<file path="config.mk">
export PLATFORM = sky130hd
export DESIGN_NAME = motor_speed_ramp_hbridge
export DESIGN_NICKNAME = d
export VERILOG_FILES = /design/src/msr_pkg.sv /design/src/msr_divider.sv /design/src/motor_speed_ramp_hbridge.sv
export SDC_FILE = /design/constraint.sdc
export NUM_CORES = 2
export LEC_CHECK = 0
export ABC_AREA = 1
export BUFFER_PORTS_ARGS = -buffer_cell sky130_fd_sc_hd__buf_2
export CAP_MARGIN = 30
export CORE_MARGIN = 3
export CORE_UTILIZATION = 55
export CTS_CLUSTER_DIAMETER = 150
export DETAILED_ROUTE_END_ITERATION = 7
export GPL_ROUTABILITY_DRIVEN = 0
export GPL_TIMING_DRIVEN = 0
export PLACE_DENSITY = 0.77
export RECOVER_POWER = 100
export SLEW_MARGIN = 20
export SYNTH_ARGS = -nofsm -noshare
export SYNTH_HDL_FRONTEND = slang
export SYNTH_SLANG_ARGS = --single-unit
</file>
<file path="constraint.sdc">
create_clock -name clk -period 10.6 [get_ports clk]
set_clock_uncertainty 0.2 [all_clocks]
set_input_delay 0.53 -clock clk [delete_from_list [all_inputs] [get_ports clk]]
set_output_delay 0.53 -clock clk [all_outputs]
set_load 0.005 [all_outputs]
</file>
<file path="src/msr_pkg.sv">
// ---------------------------------------------------------------------------
// msr_pkg
// Shared types and constants for the H-bridge motor speed ramp generator.
// ---------------------------------------------------------------------------
package msr_pkg;

  // Item kinds
  localparam logic [1:0] KIND_START = 2'd0;
  localparam logic [1:0] KIND_TICK  = 2'd1;
  localparam logic [1:0] KIND_ABORT = 2'd2;

  // Velocity limits, percent
  localparam logic signed [7:0] VEL_MAX = 8'sd100;
  localparam logic signed [7:0] VEL_MIN = -8'sd100;

  // Quotient bits produced by the serial divider (|velocity| <= 100 < 128)
  localparam int Q_BITS = 7;

  // Input word
  typedef struct packed {
    logic [1:0]        kind;
    logic              motor_sel;
    logic signed [7:0] start_velocity;
    logic signed [7:0] end_velocity;
    logic [23:0]       ramp_ticks;
  } in_word_t;

  // Result word
  typedef struct packed {
    logic              motor_out;
    logic signed [7:0] velocity;
    logic [6:0]        duty;
    logic              pin_one;
    logic              pin_two;
    logic              ramp_active;
  } out_word_t;

endpackage

</file>
<file path="src/msr_divider.sv">
// ---------------------------------------------------------------------------
// msr_divider
// Restoring serial divider: signed numerator over a positive tick span,
// one quotient bit per cycle, quotient truncated toward zero.
// ---------------------------------------------------------------------------
module msr_divider
  import msr_pkg::*;
#(
  parameter int TICK_BITS = 24
) (
  input  logic                        clk,
  input  logic                        rst_n,
  input  logic                        start,
  input  logic signed [TICK_BITS+9:0] num,
  input  logic [TICK_BITS-1:0]        den,
  output logic                        done,
  output logic signed [7:0]           quot
);

  localparam int NUM_W = TICK_BITS + 10;
  localparam int DVS_W = TICK_BITS + Q_BITS - 1;
  localparam int CNT_W = $clog2(Q_BITS);

  logic                busy_r, busy_nxt;
  logic                done_r, done_nxt;
  logic [CNT_W-1:0]    cnt_r, cnt_nxt;
  logic [NUM_W-1:0]    rem_r, rem_nxt;
  logic [DVS_W-1:0]    dvs_r, dvs_nxt;
  logic [Q_BITS-1:0]   q_r, q_nxt;
  logic                neg_r, neg_nxt;

  logic [NUM_W-1:0]    num_mag;
  logic [NUM_W-1:0]    dvs_ext;
  logic                fits;
  logic signed [7:0]   q_pos;

  // magnitude of the numerator
  assign num_mag = num[NUM_W-1] ? NUM_W'(-num) : NUM_W'(num);

  // one trial subtraction per cycle
  assign dvs_ext = NUM_W'(dvs_r);
  assign fits    = (rem_r >= dvs_ext);

  always_comb begin
    busy_nxt = busy_r;
    done_nxt = 1'b0;
    cnt_nxt  = cnt_r;
    rem_nxt  = rem_r;
    dvs_nxt  = dvs_r;
    q_nxt    = q_r;
    neg_nxt  = neg_r;
    if (start) begin
      busy_nxt = 1'b1;
      cnt_nxt  = CNT_W'(Q_BITS - 1);
      rem_nxt  = num_mag;
      dvs_nxt  = DVS_W'({den, {(Q_BITS-1){1'b0}}});
      q_nxt    = '0;
      neg_nxt  = num[NUM_W-1];
    end else if (busy_r) begin
      rem_nxt = fits ? rem_r - dvs_ext : rem_r;
      q_nxt   = {q_r[Q_BITS-2:0], fits};
      dvs_nxt = dvs_r >> 1;
      cnt_nxt = cnt_r - 1'b1;
      if (cnt_r == '0) begin
        busy_nxt = 1'b0;
        done_nxt = 1'b1;
      end
    end
  end

  // control
  always_ff @(posedge clk) begin
    if (!rst_n) begin
      busy_r <= 1'b0;
      done_r <= 1'b0;
      cnt_r  <= '0;
    end else begin
      busy_r <= busy_nxt;
      done_r <= done_nxt;
      cnt_r  <= cnt_nxt;
    end
  end

  // datapath
  always_ff @(posedge clk) begin
    rem_r <= rem_nxt;
    dvs_r <= dvs_nxt;
    q_r   <= q_nxt;
    neg_r <= neg_nxt;
  end

  // sign fix-up: truncation toward zero
  assign q_pos = $signed({1'b0, q_r});
  assign quot  = neg_r ? -q_pos : q_pos;
  assign done  = done_r;

endmodule

</file>
<file path="src/motor_speed_ramp_hbridge.sv">
// Tick during a ramp: two multiply steps, operand load, 7-step serial divide,
// result load; other words go straight to result load.
// One word in flight: in_stall is high from acceptance until the result is
// loaded into the output register, so no new word is taken until then.
// Synchronous active-low reset: no ramp, motor A, velocity 0 (pin_two high).
// ---------------------------------------------------------------------------
// motor_speed_ramp_hbridge
// Linear speed ramp generator with H-bridge duty and direction outputs.
// ---------------------------------------------------------------------------
module motor_speed_ramp_hbridge
  import msr_pkg::*;
#(
  parameter int TICK_BITS = 24
) (
  input  logic      clk,
  input  logic      rst_n,
  input  logic      in_valid,
  output logic      in_stall,
  input  in_word_t  in_word,
  output logic      out_valid,
  input  logic      out_stall,
  output out_word_t out_word
);

  localparam int NUM_W = TICK_BITS + 10;

  typedef enum logic [5:0] {
    S_IDLE  = 6'b000001,
    S_MUL1  = 6'b000010,
    S_MUL2  = 6'b000100,
    S_DLOAD = 6'b001000,
    S_DIV   = 6'b010000,
    S_OUT   = 6'b100000
  } state_t;

  state_t state_r, state_nxt;

  logic                    active_r, active_nxt;
  logic                    motor_r, motor_nxt;
  logic signed [7:0]       from_r, from_nxt;
  logic signed [7:0]       to_r, to_nxt;
  logic [TICK_BITS-1:0]    span_r, span_nxt;
  logic [TICK_BITS:0]      elapsed_r, elapsed_nxt;
  logic signed [7:0]       vel_r, vel_nxt;
  logic signed [NUM_W-1:0] prod_r, prod_nxt;
  logic signed [NUM_W-1:0] num_r, num_nxt;
  logic                    out_valid_r, out_valid_nxt;
  out_word_t               out_word_r, out_word_nxt;

  logic                    accept;
  logic signed [7:0]       s_clamp, e_clamp;
  logic [TICK_BITS-1:0]    span_in;
  logic [TICK_BITS:0]      elapsed_inc;
  logic signed [8:0]       diff;
  logic signed [NUM_W-1:0] p_from, p_step;
  logic                    div_start, div_done;
  logic signed [7:0]       div_quot;
  logic                    out_free;
  logic [6:0]              mag;

  function automatic logic signed [7:0] clamp_vel(input logic signed [7:0] v);
    if (v > VEL_MAX) begin
      return VEL_MAX;
    end else if (v < VEL_MIN) begin
      return VEL_MIN;
    end
    return v;
  endfunction

  assign in_stall = (state_r != S_IDLE);
  assign accept   = in_valid && !in_stall;
  assign out_free = !out_valid_r || !out_stall;

  assign s_clamp     = clamp_vel(in_word.start_velocity);
  assign e_clamp     = clamp_vel(in_word.end_velocity);
  assign span_in     = TICK_BITS'(in_word.ramp_ticks);
  assign elapsed_inc = elapsed_r + 1'b1;

  // ramp numerator terms: from*span, then elapsed*(to-from)
  assign diff   = {to_r[7], to_r} - {from_r[7], from_r};
  assign p_from = from_r * $signed({1'b0, span_r});
  assign p_step = $signed({1'b0, elapsed_r}) * diff;

  assign div_start = (state_r == S_DLOAD);

  msr_divider #(
    .TICK_BITS (TICK_BITS)
  ) u_div (
    .clk   (clk),
    .rst_n (rst_n),
    .start (div_start),
    .num   (num_r),
    .den   (span_r),
    .done  (div_done),
    .quot  (div_quot)
  );

  // drive word from the present state
  assign mag = vel_r[7] ? 7'(-vel_r) : 7'(vel_r);

  // sequencer
  always_comb begin
    state_nxt     = state_r;
    active_nxt    = active_r;
    motor_nxt     = motor_r;
    from_nxt      = from_r;
    to_nxt        = to_r;
    span_nxt      = span_r;
    elapsed_nxt   = elapsed_r;
    vel_nxt       = vel_r;
    prod_nxt      = prod_r;
    num_nxt       = num_r;
    out_valid_nxt = out_valid_r && out_stall;
    out_word_nxt  = out_word_r;
    case (state_r)
      S_IDLE: begin
        if (accept) begin
          state_nxt = S_OUT;
          if (in_word.kind == KIND_START) begin
            motor_nxt   = in_word.motor_sel;
            from_nxt    = s_clamp;
            to_nxt      = e_clamp;
            span_nxt    = span_in;
            elapsed_nxt = '0;
            if (s_clamp == e_clamp || span_in == '0) begin
              active_nxt = 1'b0;
              vel_nxt    = e_clamp;
            end else begin
              active_nxt = 1'b1;
              vel_nxt    = s_clamp;
            end
          end else if (in_word.kind == KIND_TICK) begin
            if (active_r) begin
              elapsed_nxt = elapsed_inc;
              if (elapsed_inc > {1'b0, span_r}) begin
                active_nxt = 1'b0;
              end else begin
                state_nxt = S_MUL1;
              end
            end
          end else if (in_word.kind == KIND_ABORT) begin
            active_nxt = 1'b0;
          end
        end
      end
      S_MUL1: begin
        prod_nxt  = p_from;
        state_nxt = S_MUL2;
      end
      S_MUL2: begin
        num_nxt   = prod_r + p_step;
        state_nxt = S_DLOAD;
      end
      S_DLOAD: begin
        state_nxt = S_DIV;
      end
      S_DIV: begin
        if (div_done) begin
          vel_nxt   = div_quot;
          state_nxt = S_OUT;
        end
      end
      S_OUT: begin
        if (out_free) begin
          out_valid_nxt            = 1'b1;
          out_word_nxt.motor_out   = motor_r;
          out_word_nxt.velocity    = vel_r;
          out_word_nxt.duty        = mag;
          out_word_nxt.pin_one     = vel_r[7];
          out_word_nxt.pin_two     = !vel_r[7];
          out_word_nxt.ramp_active = active_r;
          state_nxt                = S_IDLE;
        end
      end
      default: begin
        state_nxt = S_IDLE;
      end
    endcase
  end

  // control and ramp state
  always_ff @(posedge clk) begin
    if (!rst_n) begin
      state_r     <= S_IDLE;
      active_r    <= 1'b0;
      motor_r     <= 1'b0;
      from_r      <= '0;
      to_r        <= '0;
      span_r      <= '0;
      elapsed_r   <= '0;
      vel_r       <= '0;
      out_valid_r <= 1'b0;
    end else begin
      state_r     <= state_nxt;
      active_r    <= active_nxt;
      motor_r     <= motor_nxt;
      from_r      <= from_nxt;
      to_r        <= to_nxt;
      span_r      <= span_nxt;
      elapsed_r   <= elapsed_nxt;
      vel_r       <= vel_nxt;
      out_valid_r <= out_valid_nxt;
    end
  end

  // datapath and output word
  always_ff @(posedge clk) begin
    prod_r     <= prod_nxt;
    num_r      <= num_nxt;
    out_word_r <= out_word_nxt;
  end

  assign out_valid = out_valid_r;
  assign out_word  = out_word_r;

endmodule

</file>
=== Word-level counts from Yosys, hierarchy flattened ===
Cells that the tools add are included.

* Logic and storage cells: 132
* Bits of input ports: 47
* Register bits: 246
* Output and inout port bits: 21

* Magnitude comparators: 6
* Reductions and logical operators: 26
* Multiplexer cells: 48
* Equal/unequal tests: 14
* Bitwise operators: 2
* Add/subtract/negate cells: 8
* Multiply operators: 2

{| class="wikitable"
|+ Operators with widths
! kind !! count
|-
| 2-to-1 mux 34 bit || 4
|-
| 2-to-1 mux 8 bit || 11
|-
| 2-to-1 mux 25 bit || 3
|-
| 2-to-1 mux 30 bit || 2
|-
| 2-to-1 mux 6 bit || 7
|-
| case mux 6 bit (6 select lines) || 1
|-
| adder 34 bit || 1
|-
| >= comparator 34 x 30 -> 1 bit || 1
|-
| multiplier 26 x 9 -> 34 bit || 1
|-
| negator 34 bit || 1
|-
| subtractor 34 x 30 -> 34 bit || 1
|-
| multiplier 8 x 25 -> 33 bit || 1
|-
| adder 25 x 1 -> 25 bit (second input constant) || 1
|-
| greater-than comparator 25 x 24 -> 1 bit || 1
|-
| zero test 24 bit || 1
|-
| greater-than comparator 8 bit (second input constant) || 2
|-
| less-than comparator 8 bit (second input constant) || 2
|-
| 2-to-1 mux 1 bit || 16
|-
| case mux 8 bit (2 select lines) || 1
|-
| nonzero test 2 bit || 5
|-
| AND reduction 3 bit || 3
|-
| subtractor 8 x 8 -> 9 bit || 1
|-
| == test 8 bit || 1
|-
| negator 7 -> 8 bit || 1
|-
| 26 further kinds || 37
|}

=== Logic depth before layout (Yosys ltp) ===
* Depth in word-level cells: 10
* Depth in mapped cells: 35
* Depth with buffers taken out: 32

=== Cells and area by module ===
A second synthesis with hierarchy kept.

* Cell total of the unflattened synthesis: 3754
* Area, all modules: 28798.9 um^2

{| class="wikitable"
|+ Modules (own cells, without submodules)
! module !! seq. area each (um^2) !! instances !! cells each !! area an instance (um^2)
|-
| motor_speed_ramp_hbridge || 4164.0 || 1 || 2763 || 22270.1
|-
| msr_divider || 2132.0 || 1 || 991 || 6528.8
|}

=== Least setup slack after synthesis ===
No wires, ideal clock.

* Path kind: register to register
* From: reg from_r[3]
* To: reg num_r[27], data pin
* Buffers on the path: 4
* Clock period less this slack: 6.823 ns
* Library setup time: 0.262 ns
* Arrival: 6.361 ns
* Stages on the path, launching flop included: 27
* Slack: 3.777 ns
* Path through: dfxtp_1 -> clkbuf_1 -> clkbuf_1 -> inv_1 -> ha_1 -> a21oi_1 -> and2_1 -> o311ai_0 -> or2_2 -> nand2_1 -> buf_2 -> buf_2 -> nor2_1 -> fa_1 -> fa_1 -> fa_1 -> fa_1 -> fa_1 -> ha_1 -> nand2_1 -> nor2_1 -> nand2_1 -> o21ai_1 -> a21oi_1 -> o21bai_1 -> a21oi_1 -> xor2_1

* Longest elaborated chain between the ends: 3

{| class="wikitable"
|+ RTL lines
! what !! RTL line !! source
|-
| start: declaration || motor_speed_ramp_hbridge.sv:40 || <nowiki>logic signed [7:0] from_r, from_nxt;</nowiki>
|-
| start signal: assignment || motor_speed_ramp_hbridge.sv:197 || <nowiki>from_r <= from_nxt;</nowiki>
|-
| subtractor 8 x 8 -> 9 bit || motor_speed_ramp_hbridge.sv:80 || <nowiki>assign diff = {to_r[7], to_r} - {from_r[7], from_r};</nowiki>
|-
| multiplier 26 x 9 -> 34 bit || motor_speed_ramp_hbridge.sv:82 || <nowiki>assign p_step = $signed({1'b0, elapsed_r}) * diff;</nowiki>
|-
| adder 34 bit || motor_speed_ramp_hbridge.sv:151 || <nowiki>num_nxt = prod_r + p_step;</nowiki>
|-
| end signal: assignment || motor_speed_ramp_hbridge.sv:209 || <nowiki>num_r <= num_nxt;</nowiki>
|-
| end: declaration || motor_speed_ramp_hbridge.sv:46 || <nowiki>logic signed [NUM_W-1:0] num_r, num_nxt;</nowiki>
|}

No other way between the ends.
A chain may end at the register's enable or synchronous reset.

=== Worst setup path after layout ===
Same ends and word-level chain as after synthesis.

==> impl_metrics.yaml <==
outcome:
  outcome: "complete, no violations"
logic_synthesis:
  ys_ff_latch: 243
  async_flop_share: 0
  ys.warnings.count: 0
  synth_area_sq_mm: 0.0285
  syn-num-nets: 4279
  netlist_instances: 3675
  synth.distinct_cells: 56
  syn_avg_cell_area_sq_um: 7.74
  yosysSeqAreaShare: 0.221
  synth_ff_type: "edfxtp_1"
  synth_top_cell_by_area: "fa_1"
  synth_top_area_share: 0.230
  synth-edff-count: 143
  yosys-top-cells-area: "fa_1 (23%), edfxtp_1 (15%), inv_1 (11%)"
routing:
  drtPass1Iterations: 5
  avgViaCountPerCell: 5.45
  vias: 24400
  first_iter_violations: 2099
  drc: 0
  ant_nets: 0
  detail_route.wl_per_cell_um: 16.9
  drt_wl_total_um: 75700
placed_design:
  dpl.hpwl_um: 63100
  port_buffers: 67
  dp_cells: 4425
  post-place-ws_ns: 2.20
worst_hold_path:
  hold_class: "input pin to flip-flop"
  holdPathStages: 3
  hold_start: "out_stall"
  whs_endpoint: "out_valid"
cells_and_area:
  nNetsFinal: 4389
  layout-drive-gt1-share: 0.0426
  layout_common_cells: "inv_1 (817), nand2_1 (747), fa_1 (327), nor2_1 (294), a21oi_1 (232)"
  final_cell_count_no_fill: 4479
  diodes: 0
  syn_to_final_growth_pct: 7.42
  final_common_cell: "inv_1"
setup_path:
  crit_path_end_kind: "flip-flop"
  cp_max_fo: 10
  crit_path_top_delay_cell: "xnor2_1"
  rrSetupSlack_ns: 1.45
  required_ns: 10.71
  rr_worst_depth: 26
  crit_type: "flip-flop to flip-flop"
  cpPeakStageDelay_ns: 1.00
  reg2reg_to: "num_r[27]"
  cp_data_arrival_time_ns: 9.26
  r2r_start: "from_r[3]"
  crit_family: "adder cells"
  critical_path_buf_inv_count: 7
  cpMostUsedCell: "fa_1"
  critPathLaunchType: "flip-flop"
timing:
  rsz0062_at_grt: "false"
  drv_slew: 0
  slew_headroom: 0.0549
  layout_setup_ws_ns: 1.45
  tightest_slew_ns: 1.41
  min_period_over_period: 0.863
  fmaxAchievable_mhz: 109
  hold_viol_final: 0
  final_period_minus_worst_setup_slack_ns: 9.15
  setup_viol: 0
  tns_ns: 0
cts:
  cts_resized: 0
  cts_inserted_buffers: 28
  post-cts-setup-buffers: 0
  h-tree-depth: 1
  cts.sinks: 243
  clk_transition_reported_paths_ns: 0.06
  clkLatencyLatePin_ns: 0.57
  root_buffer: "clkbuf_16"
  clock_path_buffers: 3
  hold_buffers: 1
  cts_tree: "built"
floorplanning:
  core_region_area_sq_mm: 0.0507
  rows: 82
  die_w_um: 233
  die_area_sq_mm: 0.0545
  io_pins: 68
  die_h_um: 233
  initial_utilization: 0.562
global_routing:
  grt_pass1_wl_um: 122000
  grt_usage: 0.282
  overflow: 0
  antenna_found_initial: 1
  grt_max_degree: 35
  grt_pass1_vias: 23900
run:
  max-cap-violations: 0
pwr:
  leakagePower_nw: 15.0
  ir_worst_vdd_mv: 0.134
  power.density_mw_per_mm2: 119
-- synthesized netlist by cell type, drive strengths merged (67+ instances only) --
| cell type | count |
|---|---|
| a21oi | 234 |
| clkbuf | 97 |
| dfxtp | 100 |
| edfxtp | 143 |
| fa | 327 |
| ha | 230 |
| inv | 821 |
| nand2 | 752 |
| nand3 | 127 |
| nor2 | 306 |
| o21ai | 193 |
| xor2 | 67 |
-- layer usage --
| metal | part of all wire | track usage |
|---|---|---|
| met1 | 0.42 | 0.375 |
| met2 | 0.46 | 0.473 |
| met3 | 0.080 | 0.0399 |
| met4 | 0.041 | 0.101 |
| met5 | 0 | 0 |
-- layout make-up --
type	instances	area, sq um
Multi-Input combinational cell	2474	18500
Buffer	130	529
Clock inverter	11	123
Inverter	828	3110
Sequential cell	243	6300
Timing Repair Buffer	80	377
Fill cell	4527	20100
Tap cell	672	841
Clock buffer	41	822
-- worst min-delay path, delay by kind of cell --
| kind | cells | cell delay (ns) |
|---|---|---|
| and+or+nand+nor | 1 | 0.06 |
| AOI/OAI and AO/OA | 1 | 0.06 |
| buffers and inverters | 1 | 0.09 |
-- worst max path at each step --
| stage | startpoint | to | slack, ns | cells past startpoint |
|---|---|---|---|---|
| after global routing | from_r[3] | num_r[31] | 1.12 | 26 |
| after floorplan | from_r[3] | num_r[27] | 3.78 | 26 |
| final | from_r[3] | num_r[27] | 1.45 | 26 |
| after detailed placement | from_r[6] | num_r[24] | 2.20 | 29 |
| after global placement | from_r[3] | num_r[29] | 1.82 | 29 |
| after CTS | from_r[6] | num_r[24] | 2.18 | 29 |
-- metrics by stage --
stage | power [W] | hold WS, ns | utilization | instance area, sq um
final | 0.00363 | 0.0335 | 0.603 | 30600
after detailed placement | 0.00263 | 0.215 | 0.587 | 29700
after CTS | 0.00362 | 0.00703 | 0.605 | 30700
after global placement | 0.00260 | 0.209 | 0.585 | 29600
after floorplan | 0.00223 | 0.203 | - | 28500
after global routing | 0.00388 | 0.0339 | 0.603 | 30600
-- kinds of logic after synthesis --
kind of cell             after synthesis  share of synthesized area
XOR/XNOR                             102                     0.0314
adder cells (fa/ha/maj)              557                      0.331
AO/OA/AOI/OAI                        516                     0.0985
buffers and inverters                958                      0.128
flip-flops                           243                      0.221
AND/OR/NAND/NOR                     1299                      0.190
-- where the power goes --
part           internal [W]  switching [W]
logic              0.000525        0.00102
registers           0.00107      0.0000163
clock network      0.000587       0.000401
total               0.00219        0.00144
-- sequential cells by signal (all words and copies together) (netlist names), 3 cells and up --
register / count
prod_r: 33
vel_r: 8
state_r: 6
u_div.dvs_r: 30
u_div.q_r: 7
num_r: 34
from_r: 8
out_word: 17
to_r: 8
u_div.rem_r: 34
u_div.cnt_r: 3
span_r: 24
elapsed_r: 25
(Power assumes the default switching activity.)
